===== src/design/aoc_pkg.sv =====
package aoc_pkg;

	// front rectangle size limit
	localparam int MAX_DIM    = 4096;

	localparam int COORD_W    = 12;
	localparam int OFS_W      = 14;
	localparam int DIM_W      = 13;
	localparam int CH_W       = 8;
	localparam int REL_W      = 15;   // coordinate minus offset, signed
	localparam int NAF_W      = 9;    // 256 - front alpha
	localparam int PROD_W     = 16;   // 8x8 products
	localparam int DEN_W      = 16;   // blend denominator, at most 255*257
	localparam int NUM_W      = 25;   // blend numerator
	localparam int NUM_CH     = 3;    // red, green, blue lanes
	localparam int CFG_IDX_W  = 2;
	localparam int CFG_DATA_W = 14;
	localparam int IN_W       = 2 * COORD_W + 8 * CH_W;
	localparam int OUT_W      = 4 * CH_W;

	typedef enum logic [CFG_IDX_W-1:0] {
		CFG_OFFSET_X     = 2'd0,
		CFG_OFFSET_Y     = 2'd1,
		CFG_FRONT_WIDTH  = 2'd2,
		CFG_FRONT_HEIGHT = 2'd3
	} cfg_idx_t;

	// one pixel, red in the lowest bits
	typedef struct packed {
		logic [CH_W-1:0] alpha;
		logic [CH_W-1:0] blue;
		logic [CH_W-1:0] green;
		logic [CH_W-1:0] red;
	} rgba_t;

	// input word, pixel_x in the lowest bits
	typedef struct packed {
		rgba_t              front;
		rgba_t              back;
		logic [COORD_W-1:0] pixel_y;
		logic [COORD_W-1:0] pixel_x;
	} in_word_t;

	// result of two restoring division steps
	typedef struct packed {
		logic [NUM_W-1:0] rem;
		logic [1:0]       qbits;
	} dstep_t;

	// clamp front size to MAX_DIM
	function automatic logic [DIM_W-1:0] sat_dim(input logic [DIM_W-1:0] v);
		logic [DIM_W-1:0] res;
		res = v;
		if ((MAX_DIM < (1 << DIM_W)) && (v > DIM_W'(MAX_DIM)))
			res = DIM_W'(MAX_DIM);
		return res;
	endfunction

	// quotient bits hi and hi-1 of rem / den
	function automatic dstep_t div2(input logic [NUM_W-1:0] rem,
			input logic [DEN_W-1:0] den, input logic [2:0] hi);
		logic [NUM_W+7:0] r;
		logic [NUM_W+7:0] d;
		dstep_t           res;
		r = (NUM_W+8)'(rem);
		d = (NUM_W+8)'(den) << hi;
		res.qbits[1] = (r >= d);
		if (res.qbits[1])
			r = r - d;
		d = (NUM_W+8)'(den) << (hi - 3'd1);
		res.qbits[0] = (r >= d);
		if (res.qbits[0])
			r = r - d;
		res.rem = r[NUM_W-1:0];
		return res;
	endfunction

endpackage


===== src/design/alpha_over_composite_unit.sv =====
// Porter-Duff "over" compositing of a front RGBA pixel onto a back RGBA pixel.
// Input stream (s_axis): one word per back pixel, carrying its coordinates,
// the back pixel and the front pixel at that position. Output stream (m_axis):
// one word per input word, in order, with the composited pixel and a flag that
// tells whether the pixel lay inside the front rectangle.
// Configuration: cfg_wen/cfg_addr/cfg_wdata write offset_x, offset_y,
// front_width and front_height (indexes 0..3); write only while the block is
// empty. All four reset to 0, so nothing is covered until the size is set.
// Throughput: one pixel per clock when not stalled. Pipeline stages: coverage,
// products, sums, then a restoring divider resolving two quotient bits per
// stage over four stages, three colour lanes in parallel.
// Stall: the whole pipeline holds while the output word waits; s_axis_tready
// is high whenever the output register is empty or being taken, so bubbles
// ahead of a stall are not lost and no word is dropped or repeated.
// Reset (arst_n low) empties the pipeline and clears the configuration registers.
module alpha_over_composite_unit
	import aoc_pkg::*;
(
	input  logic                  clk,
	input  logic                  arst_n,
	input  logic                  cfg_wen,
	input  logic [CFG_IDX_W-1:0]  cfg_addr,
	input  logic [CFG_DATA_W-1:0] cfg_wdata,
	input  logic                  s_axis_tvalid,
	output logic                  s_axis_tready,
	// pixel_x, pixel_y, back_red, back_green, back_blue, back_alpha,
	// front_red, front_green, front_blue, front_alpha
	input  logic [IN_W-1:0]       s_axis_tdata,
	output logic                  m_axis_tvalid,
	input  logic                  m_axis_tready,
	// out_red, out_green, out_blue, out_alpha
	output logic [OUT_W-1:0]      m_axis_tdata,
	// covered
	output logic                  m_axis_tuser
);

	logic [OFS_W-1:0] offset_x_q, offset_y_q;
	logic [DIM_W-1:0] front_width_q, front_height_q;

	// configuration writes
	always_ff @(posedge clk or negedge arst_n) begin
		if (!arst_n) begin
			offset_x_q     <= '0;
			offset_y_q     <= '0;
			front_width_q  <= '0;
			front_height_q <= '0;
		end else if (cfg_wen) begin
			unique case (cfg_idx_t'(cfg_addr))
				CFG_OFFSET_X:     offset_x_q     <= cfg_wdata;
				CFG_OFFSET_Y:     offset_y_q     <= cfg_wdata;
				CFG_FRONT_WIDTH:  front_width_q  <= cfg_wdata[DIM_W-1:0];
				CFG_FRONT_HEIGHT: front_height_q <= cfg_wdata[DIM_W-1:0];
				default: ;
			endcase
		end
	end

	// global advance: pipeline moves when the output word is empty or taken
	logic adv;
	logic vld_s1, vld_s2, vld_s3, vld_s4, vld_s5, vld_s6, vld_s7;

	assign adv           = !vld_s7 || m_axis_tready;
	assign s_axis_tready = adv;

	always_ff @(posedge clk or negedge arst_n) begin
		if (!arst_n) begin
			{vld_s1, vld_s2, vld_s3, vld_s4, vld_s5, vld_s6, vld_s7} <= '0;
		end else if (adv) begin
			vld_s1 <= s_axis_tvalid;
			vld_s2 <= vld_s1;
			vld_s3 <= vld_s2;
			vld_s4 <= vld_s3;
			vld_s5 <= vld_s4;
			vld_s6 <= vld_s5;
			vld_s7 <= vld_s6;
		end
	end

	// stage 1: coverage test
	in_word_t         in_w;
	logic [REL_W-1:0] rel_x, rel_y;
	logic             in_x, in_y;

	assign in_w  = in_word_t'(s_axis_tdata);
	assign rel_x = REL_W'(in_w.pixel_x) - REL_W'(signed'(offset_x_q));
	assign rel_y = REL_W'(in_w.pixel_y) - REL_W'(signed'(offset_y_q));
	assign in_x  = !rel_x[REL_W-1] &&
		(rel_x[REL_W-2:0] < (REL_W-1)'(sat_dim(front_width_q)));
	assign in_y  = !rel_y[REL_W-1] &&
		(rel_y[REL_W-2:0] < (REL_W-1)'(sat_dim(front_height_q)));

	logic             cov_s1;
	rgba_t            back_s1, front_s1;
	logic [NAF_W-1:0] naf_s1;

	always_ff @(posedge clk) begin
		if (adv) begin
			cov_s1   <= in_x && in_y;
			back_s1  <= in_w.back;
			front_s1 <= in_w.front;
			naf_s1   <= NAF_W'(9'd256 - NAF_W'(in_w.front.alpha));
		end
	end

	// stage 2: first products
	logic                               cov_s2;
	rgba_t                              back_s2;
	logic [CH_W-1:0]                    fa_s2;
	logic [NAF_W-1:0]                   naf_s2;
	logic [PROD_W-1:0]                  wb_s2;
	logic [NUM_CH-1:0][PROD_W-1:0]      cfa_s2, cba_s2;
	logic [NUM_CH-1:0][CH_W-1:0]        cf1, cb1;

	assign cf1 = {front_s1.blue, front_s1.green, front_s1.red};
	assign cb1 = {back_s1.blue, back_s1.green, back_s1.red};

	always_ff @(posedge clk) begin
		if (adv) begin
			cov_s2  <= cov_s1;
			back_s2 <= back_s1;
			fa_s2   <= front_s1.alpha;
			naf_s2  <= naf_s1;
			wb_s2   <= PROD_W'(back_s1.alpha * naf_s1);
			for (int c = 0; c < NUM_CH; c++) begin
				cfa_s2[c] <= cf1[c] * front_s1.alpha;
				cba_s2[c] <= cb1[c] * back_s1.alpha;
			end
		end
	end

	// stage 3: denominator and numerators
	logic                         cov_s3;
	rgba_t                        back_s3;
	logic [DEN_W-1:0]             den_s3;
	logic [NUM_CH-1:0][NUM_W-1:0] num_s3;

	always_ff @(posedge clk) begin
		if (adv) begin
			cov_s3  <= cov_s2;
			back_s3 <= back_s2;
			den_s3  <= DEN_W'({fa_s2, 8'd0}) + wb_s2;
			for (int c = 0; c < NUM_CH; c++)
				num_s3[c] <= NUM_W'({cfa_s2[c], 8'd0}) +
					NUM_W'(cba_s2[c] * naf_s2);
		end
	end

	// stages 4..7: restoring division, two quotient bits per stage
	logic                         cov_s4, cov_s5, cov_s6, cov_s7;
	logic                         zero_s4, zero_s5, zero_s6, zero_s7;
	rgba_t                        back_s4, back_s5, back_s6, back_s7;
	logic [CH_W-1:0]              alpha_s4, alpha_s5, alpha_s6, alpha_s7;
	logic [DEN_W-1:0]             den_s4, den_s5, den_s6;
	logic [NUM_CH-1:0][NUM_W-1:0] rem_s4, rem_s5, rem_s6;
	logic [NUM_CH-1:0][1:0]       q_s4;
	logic [NUM_CH-1:0][3:0]       q_s5;
	logic [NUM_CH-1:0][5:0]       q_s6;
	logic [NUM_CH-1:0][7:0]       q_s7;
	dstep_t [NUM_CH-1:0]          d4, d5, d6, d7;

	always_comb begin
		for (int c = 0; c < NUM_CH; c++) begin
			d4[c] = div2(num_s3[c], den_s3, 3'd7);
			d5[c] = div2(rem_s4[c], den_s4, 3'd5);
			d6[c] = div2(rem_s5[c], den_s5, 3'd3);
			d7[c] = div2(rem_s6[c], den_s6, 3'd1);
		end
	end

	always_ff @(posedge clk) begin
		if (adv) begin
			cov_s4   <= cov_s3;
			zero_s4  <= (den_s3 == '0);
			back_s4  <= back_s3;
			alpha_s4 <= den_s3[DEN_W-1:8];
			den_s4   <= den_s3;

			cov_s5   <= cov_s4;
			zero_s5  <= zero_s4;
			back_s5  <= back_s4;
			alpha_s5 <= alpha_s4;
			den_s5   <= den_s4;

			cov_s6   <= cov_s5;
			zero_s6  <= zero_s5;
			back_s6  <= back_s5;
			alpha_s6 <= alpha_s5;
			den_s6   <= den_s5;

			cov_s7   <= cov_s6;
			zero_s7  <= zero_s6;
			back_s7  <= back_s6;
			alpha_s7 <= alpha_s6;

			for (int c = 0; c < NUM_CH; c++) begin
				rem_s4[c] <= d4[c].rem;
				q_s4[c]   <= d4[c].qbits;
				rem_s5[c] <= d5[c].rem;
				q_s5[c]   <= {q_s4[c], d5[c].qbits};
				rem_s6[c] <= d6[c].rem;
				q_s6[c]   <= {q_s5[c], d6[c].qbits};
				q_s7[c]   <= {q_s6[c], d7[c].qbits};
			end
		end
	end

	// output select: blend, zero-weight blend, or back pixel pass-through
	rgba_t out_px;

	always_comb begin
		if (!cov_s7) begin
			out_px = back_s7;
		end else begin
			out_px.alpha = alpha_s7;
			out_px.red   = zero_s7 ? '0 : q_s7[0];
			out_px.green = zero_s7 ? '0 : q_s7[1];
			out_px.blue  = zero_s7 ? '0 : q_s7[2];
		end
	end

	assign m_axis_tvalid = vld_s7;
	assign m_axis_tdata  = out_px;
	assign m_axis_tuser  = cov_s7;

	// a zero denominator only arises with both weights zero
	a_zero_den_zero_num: assert property (@(posedge clk) disable iff (!arst_n)
		vld_s3 && (den_s3 == '0) |->
			(num_s3[0] == '0) && (num_s3[1] == '0) && (num_s3[2] == '0))
		else $error("blend numerator nonzero with zero denominator");

	// every quotient fits in eight bits, so the divider has enough stages
	a_quot_fits: assert property (@(posedge clk) disable iff (!arst_n)
		vld_s3 && (den_s3 != '0) |->
			(num_s3[0] < NUM_W'({den_s3, 8'd0})) &&
			(num_s3[1] < NUM_W'({den_s3, 8'd0})) &&
			(num_s3[2] < NUM_W'({den_s3, 8'd0})))
		else $error("blend quotient exceeds eight bits");

	// a stall freezes the occupancy of every stage
	a_stall_holds: assert property (@(posedge clk) disable iff (!arst_n)
		!adv |=> $stable({vld_s1, vld_s2, vld_s3, vld_s4, vld_s5, vld_s6, vld_s7}))
		else $error("pipeline occupancy changed during stall");

endmodule

===== config.mk =====
export PLATFORM = sky130hd
export DESIGN_NAME = alpha_over_composite_unit
export DESIGN_NICKNAME = d
export VERILOG_FILES = /design/src/design/aoc_pkg.sv /design/src/design/alpha_over_composite_unit.sv
export SDC_FILE = /design/constraint.sdc
export NUM_CORES = 2
export LEC_CHECK = 0
export BUFFER_PORTS_ARGS = -buffer_cell sky130_fd_sc_hd__buf_4
export CAP_MARGIN = 20
export CORE_UTILIZATION = 60
export CTS_BUF_LIST = sky130_fd_sc_hd__clkbuf_2
export DETAILED_ROUTE_END_ITERATION = 16
export HOLD_SLACK_MARGIN = 0.02
export MAX_ROUTING_LAYER = met4
export PLACE_DENSITY = 0.8
export REMOVE_ABC_BUFFERS = 1
export SYNTH_ARGS = -nofsm -noshare
export SYNTH_HDL_FRONTEND = slang
export SYNTH_SLANG_ARGS = --single-unit

===== constraint.sdc =====
create_clock -name clk -period 18 [get_ports clk]
set_clock_uncertainty 0.1 [all_clocks]
set_input_delay 0.9 -clock clk [delete_from_list [all_inputs] [get_ports clk]]
set_output_delay 0.9 -clock clk [all_outputs]
set_load 0.005 [all_outputs]

Word level (Yosys, flattened, before mapping)

Index checks and enable logic that the tools add are counted.

Word-level logic and storage cells: 205
Flip-flop bits (word level): 922
Input port bits: 109
Output and inout bits: 35

Reductions and logical operators: 13
$add $sub $neg: 28
Muxes and demuxes: 27
Equal/unequal tests: 3
Magnitude comparators: 28
Multiply operators: 10

Operators with widths:

| operator             | count |
|---|---|
| $mux 33              | 12 |
| $mux 25              | 9 |
| $ge 33x16->1         | 3 |
| $ge 33x18->1         | 3 |
| $ge 33x20->1         | 3 |
| $ge 33x22->1         | 3 |
| $mul 8x8->16         | 6 |
| $sub 25x17->26       | 3 |
| $sub 25x19->26       | 3 |
| $sub 25x21->26       | 3 |
| $sub 25x23->26       | 3 |
| $add 24x25->25       | 3 |
| $ge 25x17->1         | 3 |
| $ge 25x19->1         | 3 |
| $ge 25x21->1         | 3 |
| $ge 25x23->1         | 3 |
| $mul 16x9->25        | 3 |
| $sub 25x18->25       | 3 |
| $sub 25x20->25       | 3 |
| $sub 25x22->25       | 3 |
| $mux 32              | 1 |
| $sub 13x14->15       | 2 |
| $lt 14x13->1         | 2 |
| $gt 13x13->1 const B | 2 |
| 13 further kinds     | 24 |

Logic depth before layout (Yosys ltp)

Depth after elaboration: 5
Gate-level depth with buffers: 25
Gate-level depth less buffers: 23

Worst setup path after synthesis

Ideal clock, no wire load.

Path type: input -> register
Start: input m_axis_tready
End: register alpha_s4[0] (enable)
Arrival: 17143 ps
Library setup time: 1173 ps
Data required time: 16727 ps
Setup slack: -416 ps
Stages on the path: 3
Cells stage by stage: nor2b_1 clkbuf_1 inv_1

Cells in the longest elaborated chain, start to end: 1

Ends and longest elaborated chain:

| element              | RTL line                         | RTL |
|---|---|---|
| from (decl)          | alpha_over_composite_unit.sv:30  | `input logic m_axis_tready,` |
| $logic_or 1x1->1     | alpha_over_composite_unit.sv:62  | `assign adv = !vld_s7 \|\| m_axis_tready;` |
| via s_axis_tready    | alpha_over_composite_unit.sv:25  | `output logic s_axis_tready,` |
| to (signal assigned) | alpha_over_composite_unit.sv:175 | `alpha_s4 <= den_s3[DEN_W-1:8];` |
| to (decl)            | alpha_over_composite_unit.sv:152 | `logic [CH_W-1:0] alpha_s4, alpha_s5, alpha_s6, alpha_s7;` |

The timed path passes the listed nets, and every way through them passes these cells.
A chain may end at the register's enable or synchronous reset.

==> results.py <==
metrics = {
    "sta": {
        "worstMarginPinSlew_ns": 1.13,
        "timing.final.crit_share_pct": 40.7,
        "drv_slew": 0,
        "max_clock_freq_mhz": 137,
        "finalSetupViolations": 0,
        "min_period_ns": 7.32,
        "hold_viol": 0,
        "slew_headroom_pct": 24.5,
        "rsz0062_at_grt": "no",
    },
    "critical_path": {
        "criticalPathCategory": "reg -> reg",
        "cp_max_fo": 19,
        "worst_ep_required_time_ns": 19.29,
        "cp.arrival_ns": 8.61,
        "end_kind": "flop",
        "start_kind": "flop",
        "r2r_slack_ns": 10.68,
        "worstRegToRegCells": 22,
        "r2r_start": "fa_s2[0]$_DFFE_PP_",
        "crit_start": "fa_s2[0]$_DFFE_PP_",
    },
    "clock_network": {
        "clkLatencyLatePin_ns": 1.76,
        "cts_tree": "yes",
        "root_buffer": "clkbuf_2",
        "clkSinkCount": 896,
        "cts_buffer_depth": 3,
        "cts_resized": 0,
        "htree_levels": 4,
        "cts_buffers": 221,
        "clk_pin_slew_ns": 0.12,
    },
    "layout": {
        "drive_above_1_share_pct": 9.36,
        "fin_area_mm2": 0.0889,
        "mostFrequentLayoutCells": "inv_1 (1096), ha_1 (835), edfxtp_1 (835)",
        "syn_to_final_growth_pct": 8.90,
        "fin_nets": 10100,
        "final_common_cell": "inv_1",
    },
    "floorplanning": {
        "dieArea_mm2": 0.138,
        "rows": 134,
        "ios": 144,
        "initial_core_util_pct": 60.8,
        "die_y_um": 371,
        "die_x_um": 371,
        "design.core.area_mm2": 0.134,
    },
    "yosys": {
        "synthDistinctLibCells": 106,
        "synth_seq_cells": 896,
        "synth-main-ff-cell": "edfxtp_1",
        "synthCells": 8114,
        "postSynth.asyncResetShare_pct": 6.81,
        "synthTopCellsByArea": "edfxtp_1 (31%), fa_1 (15%), ha_1 (13%)",
        "synthesis.area_mm2": 0.0816,
        "synth_top_cell_area_share_pct": 30.7,
        "syn_avg_cell_area_um2": 10.1,
        "yosysTopAreaCell": "edfxtp_1",
        "ys_warn_count": 0,
        "synth_edf_count": 835,
        "ys_seq_area_share_pct": 32.6,
    },
    "placed_design": {
        "dpl.hpwl_mm": 156,
        "portBuffers": 143,
        "routabilityCongestion": 0.976,
        "placed_area_mm2": 0.0847,
    },
    "routing": {
        "routed_wl_mm": 208,
        "via_per_inst": 5.81,
        "ant_nets": 0,
        "vias": 61200,
        "drt_iter0_markers": 4353,
        "drtPass1Iterations": 6,
        "routedWlPerCell_um": 19.8,
        "post-route-drc-count": 0,
    },
    "job": {
        "maxCapViolCount": 0,
    },
    "outcome": {
        "status": "completed",
    },
    "grt": {
        "antenna_found_initial": 12,
        "grt_pass1_wl_mm": 328,
        "grt_start_max_net_pins": 104,
        "grt_util_all_layers_pct": 31.4,
        "grt_pass1_vias": 62000,
        "overflow": 0,
    },
    "min_path": {
        "hold_depth": 5,
        "hold_start": "s_axis_tdata[83]",
        "hold_class": "in -> reg",
    },
}
repair_timing:
action,CTS,global route
setup buffers,0,0
endpoints found under the hold margin,196,0
hold buffers,196,0
worst max-delay path, cell delays in order, from the launching register on:
cell and delay (ns):
edfxtp_1 0.87, buf_4 0.34, nand2_1 0.09, fa_1 0.46
fa_1 0.51, inv_1 0.04, ha_1 0.27, inv_1 0.05
fa_1 0.52, inv_1 0.04, ha_1 0.29, ha_1 0.23
fa_1 0.41, a21o_1 0.19, a21oi_1 0.23, o21ai_0 0.17
o41ai_1 0.58, o21ai_0 0.26, nor4_1 0.33, nor3_1 0.10
a2111oi_0 0.62, a21oi_1 0.17, xor2_1 0.18
through the flow:
stage,worst slack (ns),hold WS [ns],instances,setup TNS (ns),util (%)
floorplan,-0.329,0.300,7929,-274.47,-
global placement,10.83,0.300,9908,0,63.1
detailed placement,10.74,0.305,9908,0,63.1
CTS,10.70,0.0213,10500,0,66.2
global route,10.20,0.0890,10500,0,66.2
finish,10.68,0.205,10500,0,66.3
synthesized netlist by cell type (16+ instances only):
cell,instances
nor2b_1,84
xor2_1,125
mux2i_1,27
a21oi_1,393
dfrtp_1,61
nand3_1,91
fa_1,626
clkbuf_1,157
nand2b_1,74
o31ai_1,27
or2_2,20
o211ai_1,29
and3_1,37
o21a_1,69
inv_1,1097
a21o_1,143
nor3_1,119
nand4_1,63
o21ai_0,388
o21bai_1,53
nand2_1,802
or3_1,42
or4_1,16
mux2_2,182
a31oi_1,45
o21ai_1,16
nor2_1,411
and4_1,16
o41ai_1,17
ha_1,835
and2_1,520
a21boi_0,30
nor4_1,52
a211oi_1,41
xnor2_1,310
edfxtp_1,835
cells by family (layout without fill, tap and decap cells):
logic type / after synthesis / count (layout) / share of synthesized area (%)
buffers and inverters: 1286 / 1908 / 5.98
adders and majority gates: 1461 / 1461 / 28.2
AOI/OAI and AO/OA: 1410 / 1410 / 10.9
xor gates and xnor gates: 435 / 435 / 4.67
and+or+nand+nor: 2402 / 2402 / 14.7
muxes: 224 / 224 / 3.09
other: 0 / 19 / 0
DFF: 896 / 896 / 32.6
path summary, 6_finish.rpt:
kind | to
max | num_s3[73]$_DFFE_PP_
min | naf_s1[8]$_DFFE_PP_
max reg2reg | num_s3[73]$_DFFE_PP_
min reg2reg | q_s7[11]$_DFFE_PP_
max in group asynchronous | vld_s1$_DFFE_PN0P_
min in group asynchronous | offset_y_q[7]$_DFFE_PN0P_
flip-flops by register name, summed over array words and instances (netlist names), 16 cells and up:
register	flops
num_s3	75
rem_s4	75
rem_s5	75
rem_s6	75
cba_s2	48
cfa_s2	48
back_s1	32
back_s2	32
back_s3	32
back_s4	32
back_s5	32
back_s6	32
back_s7	32
cf1	24
q_s7	24
q_s6	18
den_s3	16
wb_s2	16
metal layers:
layer	track usage (%)	routed length [µm]	vias to the layer above	part of all wire [%]
met3	4.07	11400	609	5.5
met1	37.9	84100	29600	40
met4	17.6	12900	0	6.2
li1	-	-	28800	-
met5	-	0	-	0
met2	51.0	99800	2104	48
area by class of cell:
cell class / instances / area [µm²]
antenna: 19 / 47.5
inverter: 1101 / 4140
clock inverter: 90 / 604
tap: 1768 / 2210
sequential: 896 / 26600
timing repair buffer: 408 / 3570
fill: 10300 / 45200
multi-input combinational: 5932 / 50200
clock buffer: 309 / 1550
Power is left out: the tool's default activity adds up to more than one toggle a clock period on the data nets, which glitch-free logic cannot reach.
